<file path="src/rtl/core/tws_pkg.sv">
// Package for the timing wheel scheduler: field widths and command codes.
// No dependencies; used by the channel interfaces and the top level.
package tws_pkg;

  localparam int TIMER_ID_W = 4;
  localparam int PERIOD_W   = 10;
  localparam int CMD_W      = 2;

  // Code three is unused and is ignored by the block.
  typedef enum logic [CMD_W-1:0] {
    CMD_TICK = 2'd0,
    CMD_ADD  = 2'd1,
    CMD_DEL  = 2'd2
  } cmd_t;

endpackage

</file>
<file path="src/rtl/core/tws_in_if.sv">
// Command channel of the timing wheel scheduler: valid/ready plus one command beat.
// Depends on tws_pkg.
interface tws_in_if;
  import tws_pkg::*;

  logic                  valid;
  logic                  ready;
  cmd_t                  command;
  logic [TIMER_ID_W-1:0] timer_id;
  logic [PERIOD_W-1:0]   period_ticks;

  modport source (output valid, command, timer_id, period_ticks, input ready);
  modport sink   (input valid, command, timer_id, period_ticks, output ready);
endinterface

</file>
<file path="src/rtl/core/tws_out_if.sv">
// Result channel of the timing wheel scheduler: valid/ready plus one fired-timer beat.
// Depends on tws_pkg.
interface tws_out_if;
  import tws_pkg::*;

  logic                  valid;
  logic                  ready;
  logic [TIMER_ID_W-1:0] fired_id;
  logic                  last_fired;

  modport source (output valid, fired_id, last_fired, input ready);
  modport sink   (input valid, fired_id, last_fired, output ready);
endinterface

</file>
<file path="src/rtl/core/tws_ram.sv">
// Generic single-write, single-read RAM with registered read data.
// No dependencies.
module tws_ram #(
  parameter int WIDTH = 8,
  parameter int DEPTH = 16
) (
  input  logic                                  clk,
  input  logic                                  wr_en,
  input  logic [(DEPTH > 1 ? $clog2(DEPTH) : 1)-1:0] wr_addr,
  input  logic [WIDTH-1:0]                      wr_data,
  input  logic                                  rd_en,
  input  logic [(DEPTH > 1 ? $clog2(DEPTH) : 1)-1:0] rd_addr,
  output logic [WIDTH-1:0]                      rd_data
);
  logic [WIDTH-1:0] mem_r [DEPTH];
  logic [WIDTH-1:0] rd_data_r;

  always_ff @(posedge clk) begin
    if (wr_en) begin
      mem_r[wr_addr] <= wr_data;
    end
    if (rd_en) begin
      rd_data_r <= mem_r[rd_addr];
    end
  end

  assign rd_data = rd_data_r;
endmodule

</file>
<file path="src/rtl/core/timing_wheel_scheduler_top.sv">
// Hashed timing wheel of periodic timers, top level.
// Depends on tws_pkg, tws_in_if, tws_out_if and tws_ram.
//
// Usage:
//  - in_if carries command beats: tick, add (arm or re-arm timer_id with
//    period_ticks) and delete. A beat is taken when valid and ready are high.
//  - out_if carries one beat per timer that fires on a tick, in ascending id
//    order; last_fired marks the final beat of that tick. A tick that fires
//    nothing produces no beat.
//  - Steps: delete clears the armed bit on acceptance; add does a reciprocal
//    multiply, then an entry write. A tick: accept, first RAM read, one entry
//    per cycle while not stalled (modified and written back while the next
//    is read), then a closing step that hands off the last fired id.
//  - ready is high only between commands; the block works on one command at
//    a time.
//  - Reset (rst_n low, synchronous) disarms all timers, puts the wheel at
//    slot zero and empties the output register. No RAM clearing pass is
//    needed: an entry is acted on only while its armed bit is set.
//  - A stalled receiver holds the output register; the sweep pauses when a
//    new fired id finds both the output register and the pending id full.
module timing_wheel_scheduler_top #(
  parameter int WHEEL_SLOTS = 10,
  parameter int MAX_TIMERS  = 16,
  parameter int PERIOD_BITS = 10
) (
  input logic       clk,
  input logic       rst_n,
  tws_in_if.sink    in_if,
  tws_out_if.source out_if
);
  import tws_pkg::*;

  // Stored period width: the input field caps it.
  localparam int PW    = (PERIOD_BITS < PERIOD_W) ? PERIOD_BITS : PERIOD_W;
  localparam int SW    = $clog2(WHEEL_SLOTS);
  localparam int IW    = (MAX_TIMERS > 1) ? $clog2(MAX_TIMERS) : 1;
  localparam int CW    = $clog2(MAX_TIMERS + 1);
  localparam int RMAX  = ((1 << PW) - 2) / WHEEL_SLOTS;
  localparam int RW    = (RMAX > 0) ? $clog2(RMAX + 1) : 1;
  localparam int XW    = ((PW > SW) ? PW : SW) + 1;
  // floor(x / WHEEL_SLOTS) = (x * RECIP) >> SH, exact for x < 2**PW.
  localparam int SH    = PW + $clog2(WHEEL_SLOTS);
  localparam int RECIP = ((1 << SH) + WHEEL_SLOTS - 1) / WHEEL_SLOTS;
  localparam int MW    = PW + 2;
  localparam int EW    = 2 * SW + 2 * RW;

  // Per-timer RAM entry. offset = period mod slots, reload = (period-1)/slots,
  // precomputed at add time so a re-arm during a tick needs no divide.
  typedef struct packed {
    logic [SW-1:0] slot;
    logic [RW-1:0] rounds;
    logic [SW-1:0] offset;
    logic [RW-1:0] reload;
  } entry_t;

  typedef enum logic [2:0] {
    ST_IDLE = 3'b001,
    ST_WR   = 3'b010,
    ST_SCAN = 3'b100
  } state_t;

  function automatic logic [SW-1:0] wrap_add(input logic [SW-1:0] a, input logic [SW-1:0] b);
    logic [SW:0] s;
    s = {1'b0, a} + {1'b0, b};
    return (s >= (SW+1)'(WHEEL_SLOTS)) ? SW'(s - (SW+1)'(WHEEL_SLOTS)) : SW'(s);
  endfunction

  state_t                 state_r, state_nxt;
  logic [SW-1:0]          cur_r, cur_nxt;
  logic [MAX_TIMERS-1:0]  armed_r, armed_nxt;
  logic [IW-1:0]          arm_id_r, arm_id_nxt;
  logic [PW-1:0]          arm_x_r, arm_x_nxt;
  logic [PW+MW-1:0]       prod_r, prod_nxt;
  logic [CW-1:0]          scan_addr_r, scan_addr_nxt;
  logic                   exam_v_r, exam_v_nxt;
  logic [IW-1:0]          exam_idx_r, exam_idx_nxt;
  logic                   pend_v_r, pend_v_nxt;
  logic [IW-1:0]          pend_id_r, pend_id_nxt;
  logic                   out_valid_r, out_valid_nxt;
  logic [TIMER_ID_W-1:0]  out_id_r, out_id_nxt;
  logic                   out_last_r, out_last_nxt;

  // RAM port signals
  logic          ram_we, ram_re;
  logic [IW-1:0] ram_wa, ram_ra;
  entry_t        ram_wd, ent;
  logic [EW-1:0] ram_rd;

  // Add path, entry-write state
  logic [PW-1:0] q, q_fix;
  logic [XW-1:0] qw, rem_raw, rem_fix;
  logic          corr;
  logic [SW-1:0] add_off;
  logic [RW-1:0] add_reload;

  // Command decode
  logic          accept, id_ok;
  logic [PW-1:0] p_m, p_eff;

  // Sweep
  logic hit, fire, stall, done, out_free, push, push_last;

  tws_ram #(
    .WIDTH (EW),
    .DEPTH (MAX_TIMERS)
  ) u_ram (
    .clk     (clk),
    .wr_en   (ram_we),
    .wr_addr (ram_wa),
    .wr_data (ram_wd),
    .rd_en   (ram_re),
    .rd_addr (ram_ra),
    .rd_data (ram_rd)
  );

  assign ent = entry_t'(ram_rd);

  assign accept   = in_if.valid && in_if.ready;
  assign id_ok    = (32'(in_if.timer_id) < 32'(MAX_TIMERS));
  assign p_m      = PW'(in_if.period_ticks);
  assign p_eff    = (p_m == '0) ? PW'(1) : p_m;
  assign out_free = !out_valid_r || out_if.ready;

  // Quotient correction is a safety net; the reciprocal is exact over range.
  assign q          = PW'(prod_r >> SH);
  assign qw         = XW'(q) * XW'(WHEEL_SLOTS);
  assign rem_raw    = XW'(arm_x_r) - qw;
  assign corr       = (rem_raw >= XW'(WHEEL_SLOTS));
  assign q_fix      = corr ? q + 1'b1 : q;
  assign rem_fix    = corr ? rem_raw - XW'(WHEEL_SLOTS) : rem_raw;
  assign add_reload = RW'(q_fix);
  // period mod slots = ((period-1) mod slots) + 1, wrapped
  assign add_off    = (rem_fix == XW'(WHEEL_SLOTS - 1)) ? '0 : SW'(rem_fix + 1'b1);

  assign hit  = exam_v_r && armed_r[exam_idx_r] && (ent.slot == cur_r);
  assign fire = hit && (ent.rounds == '0);
  // A second fired id needs the pending one moved out first.
  assign stall = fire && pend_v_r && !out_free;
  assign done  = !exam_v_r && (scan_addr_r == CW'(MAX_TIMERS));

  assign in_if.ready = (state_r == ST_IDLE);

  always_comb begin
    state_nxt     = state_r;
    cur_nxt       = cur_r;
    armed_nxt     = armed_r;
    arm_id_nxt    = arm_id_r;
    arm_x_nxt     = arm_x_r;
    prod_nxt      = prod_r;
    scan_addr_nxt = scan_addr_r;
    exam_v_nxt    = exam_v_r;
    exam_idx_nxt  = exam_idx_r;
    pend_v_nxt    = pend_v_r;
    pend_id_nxt   = pend_id_r;
    push          = 1'b0;
    push_last     = 1'b0;
    ram_we        = 1'b0;
    ram_wa        = exam_idx_r;
    ram_wd        = ent;
    ram_re        = 1'b0;
    ram_ra        = scan_addr_r[IW-1:0];

    unique case (state_r)
      ST_IDLE: begin
        if (accept) begin
          case (in_if.command)
            CMD_TICK: begin
              cur_nxt       = (cur_r == SW'(WHEEL_SLOTS - 1)) ? '0 : cur_r + 1'b1;
              scan_addr_nxt = '0;
              exam_v_nxt    = 1'b0;
              pend_v_nxt    = 1'b0;
              state_nxt     = ST_SCAN;
            end
            CMD_ADD: begin
              if (id_ok) begin
                arm_id_nxt = IW'(in_if.timer_id);
                arm_x_nxt  = p_eff - 1'b1;
                prod_nxt   = (PW+MW)'(p_eff - 1'b1) * (PW+MW)'(RECIP);
                state_nxt  = ST_WR;
              end
            end
            CMD_DEL: begin
              if (id_ok) begin
                armed_nxt[IW'(in_if.timer_id)] = 1'b0;
              end
            end
            default: ;
          endcase
        end
      end
      ST_WR: begin
        ram_we            = 1'b1;
        ram_wa            = arm_id_r;
        ram_wd.slot       = wrap_add(cur_r, add_off);
        ram_wd.rounds     = add_reload;
        ram_wd.offset     = add_off;
        ram_wd.reload     = add_reload;
        armed_nxt[arm_id_r] = 1'b1;
        state_nxt         = ST_IDLE;
      end
      ST_SCAN: begin
        if (done) begin
          if (pend_v_r) begin
            if (out_free) begin
              push       = 1'b1;
              push_last  = 1'b1;
              pend_v_nxt = 1'b0;
              state_nxt  = ST_IDLE;
            end
          end else begin
            state_nxt = ST_IDLE;
          end
        end else if (!stall) begin
          if (fire) begin
            // fire and re-arm with the stored period
            ram_we        = 1'b1;
            ram_wd.slot   = wrap_add(cur_r, ent.offset);
            ram_wd.rounds = ent.reload;
            push          = pend_v_r;
            pend_v_nxt    = 1'b1;
            pend_id_nxt   = exam_idx_r;
          end else if (hit) begin
            ram_we        = 1'b1;
            ram_wd.rounds = ent.rounds - 1'b1;
          end
          if (scan_addr_r < CW'(MAX_TIMERS)) begin
            ram_re        = 1'b1;
            exam_v_nxt    = 1'b1;
            exam_idx_nxt  = scan_addr_r[IW-1:0];
            scan_addr_nxt = scan_addr_r + 1'b1;
          end else begin
            exam_v_nxt = 1'b0;
          end
        end
      end
      default: state_nxt = ST_IDLE;
    endcase
  end

  // Output register
  always_comb begin
    out_valid_nxt = out_valid_r;
    out_id_nxt    = out_id_r;
    out_last_nxt  = out_last_r;
    if (push) begin
      out_valid_nxt = 1'b1;
      out_id_nxt    = TIMER_ID_W'(pend_id_r);
      out_last_nxt  = push_last;
    end else if (out_if.ready) begin
      out_valid_nxt = 1'b0;
    end
  end

  assign out_if.valid      = out_valid_r;
  assign out_if.fired_id   = out_id_r;
  assign out_if.last_fired = out_last_r;

  always_ff @(posedge clk) begin
    if (!rst_n) begin
      state_r     <= ST_IDLE;
      cur_r       <= '0;
      armed_r     <= '0;
      scan_addr_r <= '0;
      exam_v_r    <= 1'b0;
      pend_v_r    <= 1'b0;
      out_valid_r <= 1'b0;
    end else begin
      state_r     <= state_nxt;
      cur_r       <= cur_nxt;
      armed_r     <= armed_nxt;
      scan_addr_r <= scan_addr_nxt;
      exam_v_r    <= exam_v_nxt;
      pend_v_r    <= pend_v_nxt;
      out_valid_r <= out_valid_nxt;
    end
  end

  always_ff @(posedge clk) begin
    arm_id_r   <= arm_id_nxt;
    arm_x_r    <= arm_x_nxt;
    prod_r     <= prod_nxt;
    exam_idx_r <= exam_idx_nxt;
    pend_id_r  <= pend_id_nxt;
    out_id_r   <= out_id_nxt;
    out_last_r <= out_last_nxt;
  end

`ifndef SYNTHESIS
  // Write-back and the next sweep read never target the same entry.
  a_no_rw_clash: assert property (@(posedge clk) disable iff (!rst_n)
    (ram_we && ram_re) |-> (ram_wa != ram_ra))
    else $error("RAM read and write hit the same entry");

  // A held fired id never survives past the end of its tick.
  a_pend_in_scan: assert property (@(posedge clk) disable iff (!rst_n)
    (state_r != ST_SCAN) |-> !pend_v_r)
    else $error("pending fired id outside a tick sweep");

  // The final beat of a tick leaves the sweep done.
  a_last_ends_scan: assert property (@(posedge clk) disable iff (!rst_n)
    (push && push_last) |=> (state_r == ST_IDLE))
    else $error("last beat pushed before the sweep ended");

  a_scan_bound: assert property (@(posedge clk) disable iff (!rst_n)
    (scan_addr_r <= CW'(MAX_TIMERS)))
    else $error("sweep address beyond table");
`endif
endmodule
</file>
<file path="src/flat_wrapper.sv">
// flat-port wrapper written by rule: the top's interface ports become plain ports
module timing_wheel_scheduler_top_flat import tws_pkg::*;
#(
  parameter int WHEEL_SLOTS = 10,
  parameter int MAX_TIMERS  = 16,
  parameter int PERIOD_BITS = 10
)
  (clk, rst_n, in_if_valid, in_if_command, in_if_timer_id, in_if_period_ticks, in_if_ready, out_if_valid, out_if_fired_id, out_if_last_fired, out_if_ready);
  tws_in_if in_if_i ();
  tws_out_if out_if_i ();
  input logic clk;
  input logic rst_n;
  input wire logic [$bits(in_if_i.valid)-1:0] in_if_valid;
  input wire logic [$bits(in_if_i.command)-1:0] in_if_command;
  input wire logic [$bits(in_if_i.timer_id)-1:0] in_if_timer_id;
  input wire logic [$bits(in_if_i.period_ticks)-1:0] in_if_period_ticks;
  output wire logic [$bits(in_if_i.ready)-1:0] in_if_ready;
  output wire logic [$bits(out_if_i.valid)-1:0] out_if_valid;
  output wire logic [$bits(out_if_i.fired_id)-1:0] out_if_fired_id;
  output wire logic [$bits(out_if_i.last_fired)-1:0] out_if_last_fired;
  input wire logic [$bits(out_if_i.ready)-1:0] out_if_ready;
  assign in_if_i.valid = in_if_valid;
  assign in_if_i.command = in_if_command;
  assign in_if_i.timer_id = in_if_timer_id;
  assign in_if_i.period_ticks = in_if_period_ticks;
  assign in_if_ready = in_if_i.ready;
  assign out_if_valid = out_if_i.valid;
  assign out_if_fired_id = out_if_i.fired_id;
  assign out_if_last_fired = out_if_i.last_fired;
  assign out_if_i.ready = out_if_ready;
  timing_wheel_scheduler_top #(.WHEEL_SLOTS(WHEEL_SLOTS), .MAX_TIMERS(MAX_TIMERS), .PERIOD_BITS(PERIOD_BITS)) u_core (.clk(clk), .rst_n(rst_n), .in_if(in_if_i), .out_if(out_if_i));
endmodule
</file>
<file path="config.mk">
export PLATFORM = sky130hd
export DESIGN_NAME = timing_wheel_scheduler_top_flat
export DESIGN_NICKNAME = d
export VERILOG_FILES = /design/src/rtl/core/tws_pkg.sv /design/src/rtl/core/tws_in_if.sv /design/src/rtl/core/tws_out_if.sv /design/src/rtl/core/tws_ram.sv /design/src/rtl/core/timing_wheel_scheduler_top.sv /design/src/flat_wrapper.sv
export SDC_FILE = /design/constraint.sdc
export NUM_CORES = 1
export LEC_CHECK = 0
export CAP_MARGIN = 30
export CORE_MARGIN = 2
export CORE_UTILIZATION = 55
export CTS_CLUSTER_DIAMETER = 120
export CTS_CLUSTER_SIZE = 12
export DETAILED_ROUTE_END_ITERATION = 10
export DONT_BUFFER_PORTS = 1
export PLACE_DENSITY = 0.69
export RECOVER_POWER = 25
export SLEW_MARGIN = 20
export SYNTH_ARGS = -nofsm -noshare
export SYNTH_HDL_FRONTEND = slang
export SYNTH_SLANG_ARGS = --single-unit
</file>
<file path="constraint.sdc">
create_clock -name clk -period 11.9 [get_ports clk]
set_input_delay 0 -clock clk [delete_from_list [all_inputs] [get_ports clk]]
set_output_delay 0 -clock clk [all_outputs]
set_load 0.1 [all_outputs]
</file>
# Yosys cells after proc, flatten, opt, wreduce, memory -nomap -nowiden
# Memories as Yosys holds them, arrays and structs flattened. A register that Yosys moved wholly into a read port is not among the register bits.
# Index checks and enable logic that the tools add are counted.
word_totals:
  register_bits: 80
  ram_bits: 352
  inputBits: 20
  out_inout_bits: 7
  mem_count: 1
classes:
  addsub: 13
  mul: 2
  magnitude_cmp: 9
  n_eq_ne: 20
  muxes: 66
  bitwise_logic: 5
  n_reduce_logical: 29
mem_list:
  columns: ["memory", "depth", "word_bits", "rd", "rd_ports_with_merged_regs", "wr", "line", "source"]
  rows:
  - ["u_core.u_ram.mem_r", 16, 22, 1, 1, 1, "tws_ram.sv:15", "logic [WIDTH-1:0] mem_r [DEPTH];"]
ops:
  columns: ["cell", "n"]
  rows:
  - ["$mux W11", 4]
  - ["$mux W16", 2]
  - ["$pmux W16 S2", 1]
  - ["$mux W1", 30]
  - ["$mux W5", 5]
  - ["$mux W4", 6]
  - ["$mul A22 B11 Y22 const B", 1]
  - ["$pmux W11 S2", 1]
  - ["$mux W7", 3]
  - ["$and A16 B16 Y16", 1]
  - ["$not A16 Y16", 1]
  - ["$or A16 B16 Y16", 1]
  - ["$lt A4 B5 Y1 const B", 3]
  - ["$mux W3", 4]
  - ["$pmux W3 S2", 2]
  - ["$reduce_and A4 Y1", 3]
  - ["$eq A11 B4 Y1 const B", 1]
  - ["$ge A11 B4 Y1 const B", 1]
  - ["$sub A10 B1 Y11 const B", 1]
  - ["$sub A10 B11 Y11", 1]
  - ["$sub A11 B4 Y11 const B", 1]
  - ["$add A4 B4 Y5", 2]
  - ["$ge A5 B4 Y1 const B", 2]
  - ["$logic_not A10 Y1", 1]
  - ["37 further kinds", 66]

# Logic depth before layout (Yosys ltp)
depth:
  ltp_word: 12
  mapped_depth: 29

# Modules after synthesis
# Synthesis repeated with hierarchy kept, for this count alone.
unflattened:
  cells_unflattened: 1387
  hier_area_um2: 21205.3
modules_own_cells:
  columns: ["module", "n_inst", "cells_each", "area_each_um2"]
  rows:
  - ["tws_ram", 1, 583, 14042.2]
  - ["timing_wheel_scheduler_top", 1, 804, 7163.1]

# Least setup slack after synthesis
# No wires, ideal clock.
synth_timing:
  path_kind: "flip-flop to flip-flop"
  startpoint: "reg u_core.prod_r[15]"
  endpoint: "mem u_core.u_ram.mem_r[0][19] (netlist name), data pin"
  t_arrival_ns: 6.384
  required_ns: 11.515
  path_slack_ns: 5.131
  path_stages_with_launch: 30
  path_cell_list: "edfxtp_1 > ha_1 > ha_1 > fa_1 > xnor2_1 > ha_1 > buf_2 > inv_1 > a21oi_1 > mux2i_1 > or4_4 > or3b_4 > nor3_2 > buf_6 > xnor2_1 > inv_1 > ha_1 > nand3_1 > a2111oi_1 > nand3b_2 > nor2b_4 > ha_1 > fa_1 > xnor2_1 > ha_1 > nand2_1 > a21boi_0 > xnor2_1 > a22oi_1 > o21ai_0"
synth_lines:
  columns: ["item", "line", "source"]
  rows:
  - ["start, declared", "timing_wheel_scheduler_top.sv:73", "logic [PW+MW-1:0] prod_r, prod_nxt;"]
  - ["start signal, assigned", "timing_wheel_scheduler_top.sv:281", "prod_r <= prod_nxt;"]
  - ["end, declared", "tws_ram.sv:15", null]

==> flow_metrics.env <==
export IMPL_globalRouteMet2Util_pct=37.6
export IMPL_timing_rr_start="u_core.prod_r[15]$_DFFE_PP_"
export IMPL_avgSynthCellArea_um2=15.9
export IMPL_dieWidth_um=201
export IMPL_min_period_ps=7890
export IMPL_critPathTopFamily="adder cells"
export IMPL_start_util_pct=55.4
export IMPL_wl_um=46400
export IMPL_nets=1559
export IMPL_ctsRootBufferMaster="clkbuf_16"
export IMPL_worstSetupEndpointType="flop"
export IMPL_cpPeakStageDelay_ps=750
export IMPL_crit_top_cell="ha_1"
export IMPL_worst_setup_path_start_kind="flop"
export IMPL_die_area_um2=40200
export IMPL_num_antenna_cells=0
export IMPL_htreeDepth=2
export IMPL_setup_viol=0
export IMPL_synth_top_cell_by_area="edfxtp_1"
export IMPL_synth_seq_cells=440
export IMPL_num_vias=11800
export IMPL_syn_cell_area_um2=21300
export IMPL_hpwl_um=28200
export IMPL_status="finished with violations"
export IMPL_drtPass1Iterations=5
export IMPL_cts_tree="yes"
export IMPL_yosysSeqAreaShare_pct=60.7
export IMPL_grt_max_degree=66
export IMPL_synth_edf_count=409
export IMPL_cts_clk_slew_worst_paths_ps=60
export IMPL_rr_endpoint="u_core.u_ram.mem_r[13][20]$_DFFE_PP_"
export IMPL_grt_remaining_overflow=0
export IMPL_finalCritPeriodShare_pct=66.3
export IMPL_max_slew_margin_pct=-171
export IMPL_synth_area_leaders="edfxtp_1 58%, mux4_2 12%, ha_1 5.7%"
export IMPL_drc=0
export IMPL_place_gp_congestion=0.869
export IMPL_ys_top_cells_by_count="409 x edfxtp_1, 115 x mux4_2, 101 x inv_1"
export IMPL_worst_slew_pin_transition_ps=4070
export IMPL_synth_async_reset_ratio_pct=0
export IMPL_clk_latency_ps=560
export IMPL_reg2reg_depth=25
export IMPL_area_growth_pct=10.4
export IMPL_slowest_stage="nor3_2"
export IMPL_io_pins=27
export IMPL_placementRows=72
export IMPL_cp_buffers_inverters=1
export IMPL_slew_viol_final=354
export IMPL_vdd_drop_max_uv=110
export IMPL_grt_pass1_wl_um=71700
export IMPL_drtIter0Drc=1095
export IMPL_ant_nets=0
export IMPL_port_buffer_count=0
export IMPL_layout_drive_gt1_share_pct=16.1
export IMPL_cap_violations=12
export IMPL_synth_top_cell_area_share_pct=57.8
export IMPL_skew_ps=23.4
export IMPL_cts_hold_buf=25
export IMPL_clock_path_buffers=3
export IMPL_yosys_warnings=0
export IMPL_grt_pass1_vias=12000
export IMPL_post_cts_buffers=0
export IMPL_critPathRequiredTime_ps=12120
export IMPL_violations="max-capacitance violations, max-slew violations"
export IMPL_synth_most_common_cell="edfxtp_1"
export IMPL_postSynthNetCount=1502
export IMPL_nFillCells=2839
export IMPL_cp_endpoint="u_core.u_ram.mem_r[13][20]$_DFFE_PP_"
export IMPL_power_total_uw=3770
export IMPL_leakage_uw=0.00801
export IMPL_rsz0062_at_grt="no"
export IMPL_met3_usage_pct=3.44
export IMPL_fmax_mhz=127
export IMPL_crit_type="flop to flop"
export IMPL_grt_use_total_pct=23.6
export IMPL_power_density_nw_per_um2=160
export IMPL_hold_class="input port to flop"
export IMPL_vias_per_cell=6.12
export IMPL_crit_start="u_core.prod_r[15]$_DFFE_PP_"
export IMPL_syn_inst=1334
export IMPL_clkSinkCount=440
export IMPL_tns_ps=0
export IMPL_cp_depth=25
export IMPL_core_um2=38400
export IMPL_ys_types=74
export IMPL_hold_viol_final=0
export IMPL_use_met1_pct=34.1
export IMPL_gr_max_usage_layer="met2"
export IMPL_cts_resized_gates=0
export IMPL_wl_per_cell_um=24.1
export IMPL_cts_buffers=42
export IMPL_synth_flop_cell="edfxtp_1"
export IMPL_r2r_slack_ps=4010
export IMPL_antenna_found_initial=0
export IMPL_arrival_ps=8100
export IMPL_cp_max_fo=16
export IMPL_fp_dieH_um=201
## report_power, final
group	internal, uW	total, uW	switching, uW
registers	1690	1700	9.50
logic	365	856	491
clock network	667	1210	542
## routing by layer
metal  wire, um  vias up
met5          0        -
met4       1280        0
met3       3020       77
met2      22000      393
met1      20100     6077
li1           -     5227
## sequential cells by signal, indices dropped and copies added, names as in the netlist, 3 cells and up
name and cells:
u_core.u_ram.mem_r 352, u_core.u_ram.rd_data 22, u_core.armed_r 16, u_core.arm_x_r 9, u_core.prod_r 9, u_core.scan_addr_r 5, u_core.arm_id_r 4, u_core.cur_r 4
u_core.exam_idx_r 4, u_core.out_if.fired_id 4, u_core.pend_id_r 4, u_core.state_r 3
## stage by stage
| step | area, um2 | util [%] | instances | setup slack, ps | hold WS [ps] |
|---|---|---|---|---|---|
| 5_1_grt | 23500 | 61.1 | 1924 | 3470 | 90.2 |
| 2_1_floorplan | 21300 | - | 1334 | 5130 | 98.9 |
| 3_3_place_gp | 22000 | 57.3 | 1836 | 4310 | 84.4 |
| 3_5_place_dp | 22100 | 57.5 | 1838 | 4100 | 88.1 |
| 6_report | 23500 | 61.1 | 1924 | 4010 | 71.0 |
| 4_1_cts | 23500 | 61.2 | 1922 | 4060 | 68.1 |
## layout by cell type (no fill, tap or decap), types with 22 or more instances in the layout
master / count
edfxtp_1: 409
mux4_2: 115
inv_1: 101
ha_1: 97
o21ai_0: 57
nand2_1: 55
fa_1: 51
nor2_1: 48
clkbuf_16: 42
a21oi_1: 41
xnor2_1: 35
dfxtp_1: 30
clkbuf_1: 25
dlygate4sd3_1: 25
buf_4: 22
## worst min path at each step
stage	depth (start not counted)	startpoint	slack [ps]	to
after floorplan	0	in_if_timer_id[0]	100	u_core.arm_id_r[0]$_DFFE_PP_
after global placement	1	rst_n	80	u_core.state_r[0]$_SDFFE_PN1P_
after detailed placement	1	rst_n	90	u_core.state_r[0]$_SDFFE_PN1P_
after CTS	1	in_if_period_ticks[0]	70	u_core.arm_x_r[9]$_DFFE_PP_
after global routing	1	in_if_period_ticks[0]	90	u_core.arm_x_r[9]$_DFFE_PP_
final	1	in_if_period_ticks[0]	70	u_core.arm_x_r[9]$_DFFE_PP_
## cells by family (layout without fill, tap and decap cells)
family | Yosys count | in the layout | synth area share (%)
flip-flops | 440 | 440 | 60.7
adder cells (fa/ha/maj) | 148 | 148 | 10.5
AO/OA/AOI/OAI | 183 | 183 | 5.58
multiplexers | 126 | 126 | 12.7
AND/OR/NAND/NOR | 237 | 237 | 5.66
XOR/XNOR | 50 | 50 | 2.06
buffers and inverters | 150 | 222 | 2.73
## cell type report
class	count	area (um2)	area share [%]
well taps	518	648	2.76
repair buffers	62	514	2.19
inverters	101	379	1.62
flip-flops and latches	440	12900	55.0
multi-input cells	744	7830	33.4
clock inverters	4	85.1	0.363
clock buffers	55	1100	4.69
Power figures use the tool's default switching activity.
